[src/gsa_pkg.sv]
// Package for the generational slot allocator.
// Holds sizes, operation codes, status codes and the slot entry type.
// No dependencies.
package gsa_pkg;

   localparam int SLOT_COUNT = 64;
   localparam int IDX_BITS = $clog2(SLOT_COUNT);
   localparam int COUNT_BITS = $clog2(SLOT_COUNT + 1);
   localparam int GEN_BITS = 16;
   localparam int KIND_BITS = 16;

   localparam logic [1:0] OP_ALLOC = 2'd0;
   localparam logic [1:0] OP_RELEASE = 2'd1;
   localparam logic [1:0] OP_LOOKUP = 2'd2;

   localparam logic [1:0] STATUS_OK = 2'd0;
   localparam logic [1:0] STATUS_FULL = 2'd1;
   localparam logic [1:0] STATUS_STALE = 2'd2;

   typedef struct packed {
      logic                 alive;
      logic [GEN_BITS-1:0]  gen;
      logic [KIND_BITS-1:0] kind;
   } slot_entry_type;

endpackage

[src/generational_slot_allocator.sv]
// Generational slot allocator top level.
// Depends on gsa_pkg for sizes, codes and the slot entry type.
//
// Usage: a request word on the req_ channel carries an operation (allocate,
// release or look up), a handle (slot index and generation) and a kind. Each
// accepted request gives exactly one response word on the rsp_ channel with a
// status, a slot index, a generation and the stored kind.
// A request is accepted when req_valid is high and req_stall is low; req_stall
// is high while a request is in progress. Release and lookup read the slot
// memory once, and a successful release writes it back. Allocate of a
// never-used slot reads no memory; allocate that pops the free stack reads
// the stack memory and then the slot memory, because the stack memory read
// must complete before the slot memory read. A finished response waits in
// an output register; when the receiver holds rsp_stall, the next request is
// still accepted and waits in its final step until the output register is
// free.
// Reset clears the state machine, the free count, the high-water mark and the
// output valid. Slot entries below the high-water mark are always written
// before use, so the memories need no clearing pass.
module generational_slot_allocator (
   input  logic                           clock,
   input  logic                           reset,
   input  logic                           req_valid,
   output logic                           req_stall,
   input  logic [1:0]                     req_op,
   input  logic [gsa_pkg::IDX_BITS-1:0]   req_slot_index,
   input  logic [gsa_pkg::GEN_BITS-1:0]   req_handle_generation,
   input  logic [gsa_pkg::KIND_BITS-1:0]  req_kind,
   output logic                           rsp_valid,
   input  logic                           rsp_stall,
   output logic [1:0]                     rsp_status,
   output logic [gsa_pkg::IDX_BITS-1:0]   rsp_granted_index,
   output logic [gsa_pkg::GEN_BITS-1:0]   rsp_granted_generation,
   output logic [gsa_pkg::KIND_BITS-1:0]  rsp_stored_kind
);

   typedef enum logic [1:0] {
      ST_IDLE,
      ST_POP,
      ST_EXEC
   } state_type;

   state_type state_ff, state_in;

   logic [1:0]                      op_ff, op_in;
   logic [gsa_pkg::IDX_BITS-1:0]    slot_ff, slot_in;
   logic [gsa_pkg::GEN_BITS-1:0]    gen_ff, gen_in;
   logic [gsa_pkg::KIND_BITS-1:0]   kind_ff, kind_in;
   logic                            fresh_ff, fresh_in;
   logic [gsa_pkg::COUNT_BITS-1:0]  free_count_ff, free_count_in;
   logic [gsa_pkg::COUNT_BITS-1:0]  high_water_ff, high_water_in;

   logic                            rsp_valid_ff, rsp_valid_in;
   logic [1:0]                      rsp_status_ff, rsp_status_in;
   logic [gsa_pkg::IDX_BITS-1:0]    rsp_index_ff, rsp_index_in;
   logic [gsa_pkg::GEN_BITS-1:0]    rsp_gen_ff, rsp_gen_in;
   logic [gsa_pkg::KIND_BITS-1:0]   rsp_kind_ff, rsp_kind_in;

   gsa_pkg::slot_entry_type         slot_mem [gsa_pkg::SLOT_COUNT];
   gsa_pkg::slot_entry_type         slot_rd_ff;
   gsa_pkg::slot_entry_type         slot_wr_data;
   logic                            slot_rd_en;
   logic [gsa_pkg::IDX_BITS-1:0]    slot_rd_addr;
   logic                            slot_we;

   logic [gsa_pkg::IDX_BITS-1:0]    stack_mem [gsa_pkg::SLOT_COUNT];
   logic [gsa_pkg::IDX_BITS-1:0]    stack_rd_ff;
   logic                            stack_rd_en;
   logic                            stack_we;

   logic                            rsp_free;
   logic                            handle_ok;
   logic                            store_full;
   logic [gsa_pkg::COUNT_BITS-1:0]  count_dec;

   assign req_stall = (state_ff != ST_IDLE);
   assign rsp_valid = rsp_valid_ff;
   assign rsp_status = rsp_status_ff;
   assign rsp_granted_index = rsp_index_ff;
   assign rsp_granted_generation = rsp_gen_ff;
   assign rsp_stored_kind = rsp_kind_ff;

   assign rsp_free = !rsp_valid_ff || !rsp_stall;
   assign count_dec = free_count_ff - gsa_pkg::COUNT_BITS'(1);
   assign store_full = (high_water_ff == gsa_pkg::COUNT_BITS'(gsa_pkg::SLOT_COUNT));
   assign handle_ok = (gsa_pkg::COUNT_BITS'(slot_ff) < high_water_ff) && slot_rd_ff.alive
                      && (slot_rd_ff.gen == gen_ff);

   always_comb begin
      state_in = state_ff;
      op_in = op_ff;
      slot_in = slot_ff;
      gen_in = gen_ff;
      kind_in = kind_ff;
      fresh_in = fresh_ff;
      free_count_in = free_count_ff;
      high_water_in = high_water_ff;
      rsp_valid_in = rsp_valid_ff && rsp_stall;
      rsp_status_in = rsp_status_ff;
      rsp_index_in = rsp_index_ff;
      rsp_gen_in = rsp_gen_ff;
      rsp_kind_in = rsp_kind_ff;
      slot_rd_en = 1'b0;
      slot_rd_addr = req_slot_index;
      slot_we = 1'b0;
      slot_wr_data = slot_rd_ff;
      stack_rd_en = 1'b0;
      stack_we = 1'b0;

      case (state_ff)
         ST_IDLE: begin
            if (req_valid) begin
               op_in = req_op;
               gen_in = req_handle_generation;
               kind_in = req_kind;
               fresh_in = 1'b0;
               if (req_op == gsa_pkg::OP_ALLOC) begin
                  slot_in = high_water_ff[gsa_pkg::IDX_BITS-1:0];
                  if (free_count_ff != '0) begin
                     stack_rd_en = 1'b1;
                     state_in = ST_POP;
                  end else begin
                     fresh_in = 1'b1;
                     state_in = ST_EXEC;
                  end
               end else begin
                  slot_in = req_slot_index;
                  slot_rd_en = 1'b1;
                  state_in = ST_EXEC;
               end
            end
         end
         ST_POP: begin
            slot_in = stack_rd_ff;
            slot_rd_addr = stack_rd_ff;
            slot_rd_en = 1'b1;
            state_in = ST_EXEC;
         end
         ST_EXEC: begin
            if (rsp_free) begin
               rsp_valid_in = 1'b1;
               rsp_status_in = gsa_pkg::STATUS_STALE;
               rsp_index_in = slot_ff;
               rsp_gen_in = gen_ff;
               rsp_kind_in = '0;
               state_in = ST_IDLE;
               case (op_ff)
                  gsa_pkg::OP_ALLOC: begin
                     if (fresh_ff && store_full) begin
                        rsp_status_in = gsa_pkg::STATUS_FULL;
                        rsp_index_in = '0;
                     end else begin
                        rsp_status_in = gsa_pkg::STATUS_OK;
                        rsp_gen_in = fresh_ff ? '0 : slot_rd_ff.gen;
                        rsp_kind_in = kind_ff;
                        slot_we = 1'b1;
                        slot_wr_data.alive = 1'b1;
                        slot_wr_data.gen = fresh_ff ? '0 : slot_rd_ff.gen;
                        slot_wr_data.kind = kind_ff;
                        if (fresh_ff) begin
                           high_water_in = high_water_ff + gsa_pkg::COUNT_BITS'(1);
                        end else begin
                           free_count_in = count_dec;
                        end
                     end
                  end
                  gsa_pkg::OP_RELEASE: begin
                     if (handle_ok) begin
                        rsp_status_in = gsa_pkg::STATUS_OK;
                        slot_we = 1'b1;
                        slot_wr_data.alive = 1'b0;
                        slot_wr_data.gen = slot_rd_ff.gen + gsa_pkg::GEN_BITS'(1);
                        slot_wr_data.kind = slot_rd_ff.kind;
                        if (free_count_ff < gsa_pkg::COUNT_BITS'(gsa_pkg::SLOT_COUNT)) begin
                           stack_we = 1'b1;
                           free_count_in = free_count_ff + gsa_pkg::COUNT_BITS'(1);
                        end
                     end
                  end
                  gsa_pkg::OP_LOOKUP: begin
                     if (handle_ok) begin
                        rsp_status_in = gsa_pkg::STATUS_OK;
                        rsp_kind_in = slot_rd_ff.kind;
                     end
                  end
                  default: begin
                     rsp_status_in = gsa_pkg::STATUS_STALE;
                  end
               endcase
            end
         end
         default: begin
            state_in = ST_IDLE;
         end
      endcase
   end

   always_ff @(posedge clock) begin
      if (reset) begin
         state_ff <= ST_IDLE;
         free_count_ff <= '0;
         high_water_ff <= '0;
         rsp_valid_ff <= 1'b0;
      end else begin
         state_ff <= state_in;
         free_count_ff <= free_count_in;
         high_water_ff <= high_water_in;
         rsp_valid_ff <= rsp_valid_in;
      end
      op_ff <= op_in;
      slot_ff <= slot_in;
      gen_ff <= gen_in;
      kind_ff <= kind_in;
      fresh_ff <= fresh_in;
      rsp_status_ff <= rsp_status_in;
      rsp_index_ff <= rsp_index_in;
      rsp_gen_ff <= rsp_gen_in;
      rsp_kind_ff <= rsp_kind_in;
   end

   always_ff @(posedge clock) begin
      if (slot_we) begin
         slot_mem[slot_ff] <= slot_wr_data;
      end
      if (slot_rd_en) begin
         slot_rd_ff <= slot_mem[slot_rd_addr];
      end
   end

   always_ff @(posedge clock) begin
      if (stack_we) begin
         stack_mem[free_count_ff[gsa_pkg::IDX_BITS-1:0]] <= slot_ff;
      end
      if (stack_rd_en) begin
         stack_rd_ff <= stack_mem[count_dec[gsa_pkg::IDX_BITS-1:0]];
      end
   end

endmodule

[config.mk]
export PLATFORM = sky130hd
export DESIGN_NAME = generational_slot_allocator
export DESIGN_NICKNAME = d
export VERILOG_FILES = /design/src/gsa_pkg.sv /design/src/generational_slot_allocator.sv
export SDC_FILE = /design/constraint.sdc
export NUM_CORES = 2
export LEC_CHECK = 0
export ABC_AREA = 1
export BUFFER_PORTS_ARGS = -buffer_cell sky130_fd_sc_hd__buf_2
export CAP_MARGIN = 20
export CELL_PAD_IN_SITES_DETAIL_PLACEMENT = 0
export CELL_PAD_IN_SITES_GLOBAL_PLACEMENT = 1
export CORE_ASPECT_RATIO = 1.75
export CORE_MARGIN = 2
export CORE_UTILIZATION = 37
export CTS_BUF_LIST = sky130_fd_sc_hd__clkbuf_8 sky130_fd_sc_hd__clkbuf_16
export DETAILED_ROUTE_END_ITERATION = 16
export PLACE_DENSITY = 0.71
export REMOVE_ABC_BUFFERS = 1
export SYNTH_ARGS = -nofsm -noshare
export SYNTH_HDL_FRONTEND = slang
export SYNTH_SLANG_ARGS = --single-unit
export TNS_END_PERCENT = 10
[constraint.sdc]
create_clock -name clock -period 6.9 [get_ports clock]
set_input_delay 1.035 -clock clock [delete_from_list [all_inputs] [get_ports clock]]
set_output_delay 1.035 -clock clock [all_outputs]
set_load 0.005 [all_outputs]
==> Flow_metrics.wiki <==
{| class="wikitable"
! Metric !! Value
|-
| Run status || complete, but fails checks
|-
| Failing checks || slew limit
|-
| Quantity of gates resized following cts || 0
|-
| Arrival time of the worst setup path || 5.49 ns
|-
| Post-route ant nets || 0
|-
| Via count of the routed design || 74900
|-
| Area inside the core boundary || approximately 300000 µm²
|-
| Crit end category || flop
|-
| Final core utilization || 0.417
|-
| Unique masters post-synth || 40
|-
| Worst Max-Slew Pin Slew || 1.57 ns
|-
| Gpl congestion || approximately 0.9
|-
| Share of power burned in the clock network || 0.380
|-
| Fraction of layout cells with a size suffix above 1 || 0.0753
|-
| Fin. max-slew vios || 86
|-
| Row count || about 270
|-
| Net switching fraction of the power || 0.255
|-
| Relative area change from synthesis to final layout || 12.2%
|-
| RSZ-0062 raised after global routing || no
|-
| DRC violations left || 0
|-
| Final Instance Count excl. Fillers || ~14000
|-
| Inst Count DP || 13700
|-
| Number of enable flip-flop cells after synthesis || 2616
|-
| Total Nets Final || 9934
|-
| Period Utilization, post-route || 0.682
|-
| Post-DP HPWL || 227 mm
|-
| Endpoint of the most critical register-to-register path || slot_rd_ff[13]
|-
| Number of DRC markers in iteration 0 || 8113
|-
| Final hold violation count || 0
|-
| M2 GR Usage || 0.398
|-
| TritonCTS clock tree || yes
|-
| Die Height || 733 µm
|-
| Number of global-route vias before repair || 72100
|-
| Startpoint of the tightest hold check path || req_kind[11]
|-
| Via density per instance || ~5.3
|-
| Sequential cell fraction of total power || 0.521
|-
| Number of sinks driven by the clock tree || 2633
|-
| FF+latch count, synth || 2633
|-
| Number of H-tree branching levels || 4
|-
| Worst flop-to-flop path startpoint || state_ff[1]
|-
| Power density over the cells || 275 nW/µm²
|-
| Cell with the most instances on the worst path || sky130_fd_sc_hd__nand3_1
|-
| Clock Root Buffer || sky130_fd_sc_hd__clkbuf_16
|-
| Routed length per placed instance || 25.8 µm
|-
| Clock latency reported for the late side of the worst-skew pair || 0.95 ns
|-
| Max IR drop VDD || 0.207 mV
|-
| Flop2flop setup slack || approximately 2.2 ns
|-
| Async S/R FF share, synth || 0
|-
| Leakage Power || 47.4 nW
|-
| Filler instances || 28200
|-
| Hold Crit Class || in -> reg
|-
| Met3 track demand over resource || 0.0258
|-
| Cell-internal power || 25.8 mW
|-
| Syn. warnings || 0
|-
| Number of ports placed on the die boundary || 86
|-
| Commonest non-fill, non-tap cell in the layout || sky130_fd_sc_hd__edfxtp_1
|-
| Global-route met1 utilization || 0.268
|-
| Number of buffers inserted to repair setup after CTS || 0
|-
| Reg clk slew, reported paths || 0.08 ns
|-
| Last element of the critical path || slot_rd_ff[13]
|-
| # port buffers || between 80 and 90
|-
| Data required time of the critical path || 7.68 ns
|-
| Highest clock rate || 212 MHz
|-
| Max cap viols || 0
|-
| Initial antenna violation count || 26
|-
| Most used DFF post-synth || sky130_fd_sc_hd__edfxtp_1
|-
| Worst rel slew slack || -0.0442
|-
| Critical path launch point || state_ff[1]
|-
| Skew final || between 0.08 and 0.09 ns
|-
| Final worst path period need || 4.71 ns
|-
| Cells after synthesis || 9953
|-
| Hold-fix buffers, CTS || 0
|-
| Overall overflow remaining after global route || 0
|-
| Comb power frac || 0.099
|-
| Sort of element at the start of the critical path || flop
|-
| Global-route total usage across every layer || 0.230
|-
| Number of buffers between clock root and the deepest sink || 4
|-
| Critical-path cell list || inv_2 > nand2_1 > nand2_4 > buf_12 > nand3b_1 > nand3_1 > nand3_1 > nand3_1 > nand3_1 > nand3_1 > nand2_1
|-
| Most used cells in the layout excluding fill and tap cells || sky130_fd_sc_hd__edfxtp_1 (2616), sky130_fd_sc_hd__nand2_1 (2222), sky130_fd_sc_hd__nand3_1 (1732)
|-
| Reported net switching power || roughly 8.8 mW
|-
| Most heavily used metal layer in global routing || met2
|-
| Pre-Repair DR Iteration Count || 7
|-
| Cell at the slowest stage of the critical path || sky130_fd_sc_hd__nand2_1
|-
| WS Path Type || reg -> reg
|-
| Wire length of the first global-routing pass || between 500 and 600 mm
|-
| Final count of negative-setup-slack endpoints || 0
|-
| Max Fanout on Critical Path || 185
|-
| Number of CTS-inserted buffers || 235
|-
| Worst Reg2Reg Path Length in Cells || 11
|-
| Width of the die || 420 µm
|-
| Average footprint of a synthesized cell || 11.3 µm²
|-
| Share of synthesized area occupied by flip-flops and latches || 0.703
|-
| Effective utilization at floorplan || 0.372
|-
| Delay contributed by the slowest stage of the critical path || ~0.56 ns
|-
| Total wire length || 363 mm
|-
| Die outline area || 308000 µm²
|-
| Pin count of the biggest net entering global routing || 186
|-
| Post-synth design cell area || 112000 µm²
|}
per-stage QoR:
step / worst slack, ns / power, mW / hold slack [ns] / area (µm²) / TNS, ns
final: 2.19 / 34.7 / 0.270 / 126000 / 0
after global routing: 2.17 / 35.5 / 0.234 / 126000 / 0
after CTS: 2.27 / 34.8 / 0.205 / 126000 / 0
after detailed placement: 1.92 / 21.8 / 0.537 / 118000 / 0
after global placement: 1.88 / 21.8 / 0.530 / 118000 / 0
after floorplan: -24.45 / 20.2 / 0.475 / 110000 / -829.33
metal layers:
layer  vias to the layer above  routed length (µm)  share of wire
li1                      34000                   -              -
met5                         -                  49        0.00013
met1                     37000              131000           0.36
met2                      3096              182000           0.50
met4                         8               28400          0.078
met3                       806               22600          0.062
kinds of logic (layout without fill, tap and decap cells):
kind of cell,count (synthesis),after routing,share of synthesized area
other,0,6,0
buffers and inverters,1893,2002,0.0668
flip-flops,2633,2633,0.703
adder cells (fa/ha/maj),13,13,0.00145
AO/OA/AOI/OAI,658,658,0.0375
XOR/XNOR,9,9,0.000702
AND/OR/NAND/NOR,4747,4747,0.191
cell usage after synthesis, types with 2 or more instances:
master	count	share of area
sky130_fd_sc_hd__dfxtp_1	17	0.0030
sky130_fd_sc_hd__a21oi_1	23	0.0010
sky130_fd_sc_hd__buf_4	11	0.00074
sky130_fd_sc_hd__buf_1	54	0.0018
sky130_fd_sc_hd__nand3b_1	331	0.022
sky130_fd_sc_hd__nand2_4	9	0.00090
sky130_fd_sc_hd__edfxtp_1	2616	0.70
sky130_fd_sc_hd__or2_2	4	0.00022
sky130_fd_sc_hd__ha_1	13	0.0014
sky130_fd_sc_hd__o22ai_1	65	0.0036
sky130_fd_sc_hd__nand4_1	16	0.00089
sky130_fd_sc_hd__buf_2	277	0.012
sky130_fd_sc_hd__inv_1	1289	0.043
sky130_fd_sc_hd__nand2_1	2224	0.074
sky130_fd_sc_hd__xnor2_1	2	0.00016
sky130_fd_sc_hd__nor2_1	404	0.014
sky130_fd_sc_hd__o21ai_0	263	0.012
sky130_fd_sc_hd__nor2_2	2	0.00011
sky130_fd_sc_hd__nor3_1	15	0.00067
sky130_fd_sc_hd__o211ai_1	244	0.016
sky130_fd_sc_hd__o31ai_1	2	0.00013
sky130_fd_sc_hd__o221ai_1	51	0.0040
sky130_fd_sc_hd__a21boi_0	2	0.00013
sky130_fd_sc_hd__nand2_2	2	0.00011
sky130_fd_sc_hd__inv_2	9	0.00030
sky130_fd_sc_hd__clkbuf_1	252	0.0084
sky130_fd_sc_hd__xor2_1	7	0.00055
sky130_fd_sc_hd__nand3_1	1733	0.077
sky130_fd_sc_hd__nor2_4	3	0.00030
sky130_fd_sc_hd__o21ai_2	3	0.00023
power groups by stage:
stage          logic, mW  registers, mW  clock network [mW]
3_3_place_gp        3.38           18.4                   0
2_1_floorplan       1.82           18.4                   0
3_5_place_dp        3.42           18.4                   0
5_1_grt             3.60           18.0                13.9
6_report            3.44           18.0                13.2
4_1_cts             3.43           18.0                13.3
sequential cells by signal, indices dropped and copies added, names as in the netlist, 16 cells and up:
name and cells:
rsp_stored_kind 16, gen_ff 16, kind_ff 16, rsp_granted_generation 16, slot_mem 2112, slot_rd_ff 33, stack_mem 384
how the worst min path moves through the flow:
stage | slack [ns] | cells past startpoint | to
finish | 0.27 | 1 | kind_ff[11]
global placement | 0.53 | 2 | high_water_ff[2]
global route | 0.23 | 1 | kind_ff[11]
CTS | 0.20 | 1 | kind_ff[11]
detailed placement | 0.54 | 2 | high_water_ff[2]
floorplan | 0.48 | 2 | rsp_valid
worst max-delay path: cells and delay by family, from the launching register on:
kind                   cells  cell delay (ns)
buffers and inverters      2             0.43
flip-flops                 1             0.45
AND/OR/NAND/NOR            9             3.08
area by class of cell:
cell class / instances / area [µm²] / area share
Multi-Input combinational cell: 5427 / 26800 / 0.213
Sequential cell: 2633 / 78900 / 0.626
Antenna cell: 6 / 15.0 / 0.000119
Tap cell: 4035 / 5050 / 0.0401
Timing Repair Buffer: 281 / 2770 / 0.0220
Clock buffer: 236 / 5910 / 0.0469
Inverter: 1299 / 4930 / 0.0391
Clock inverter: 186 / 1610 / 0.0127
Power figures use the tool's default switching activity.
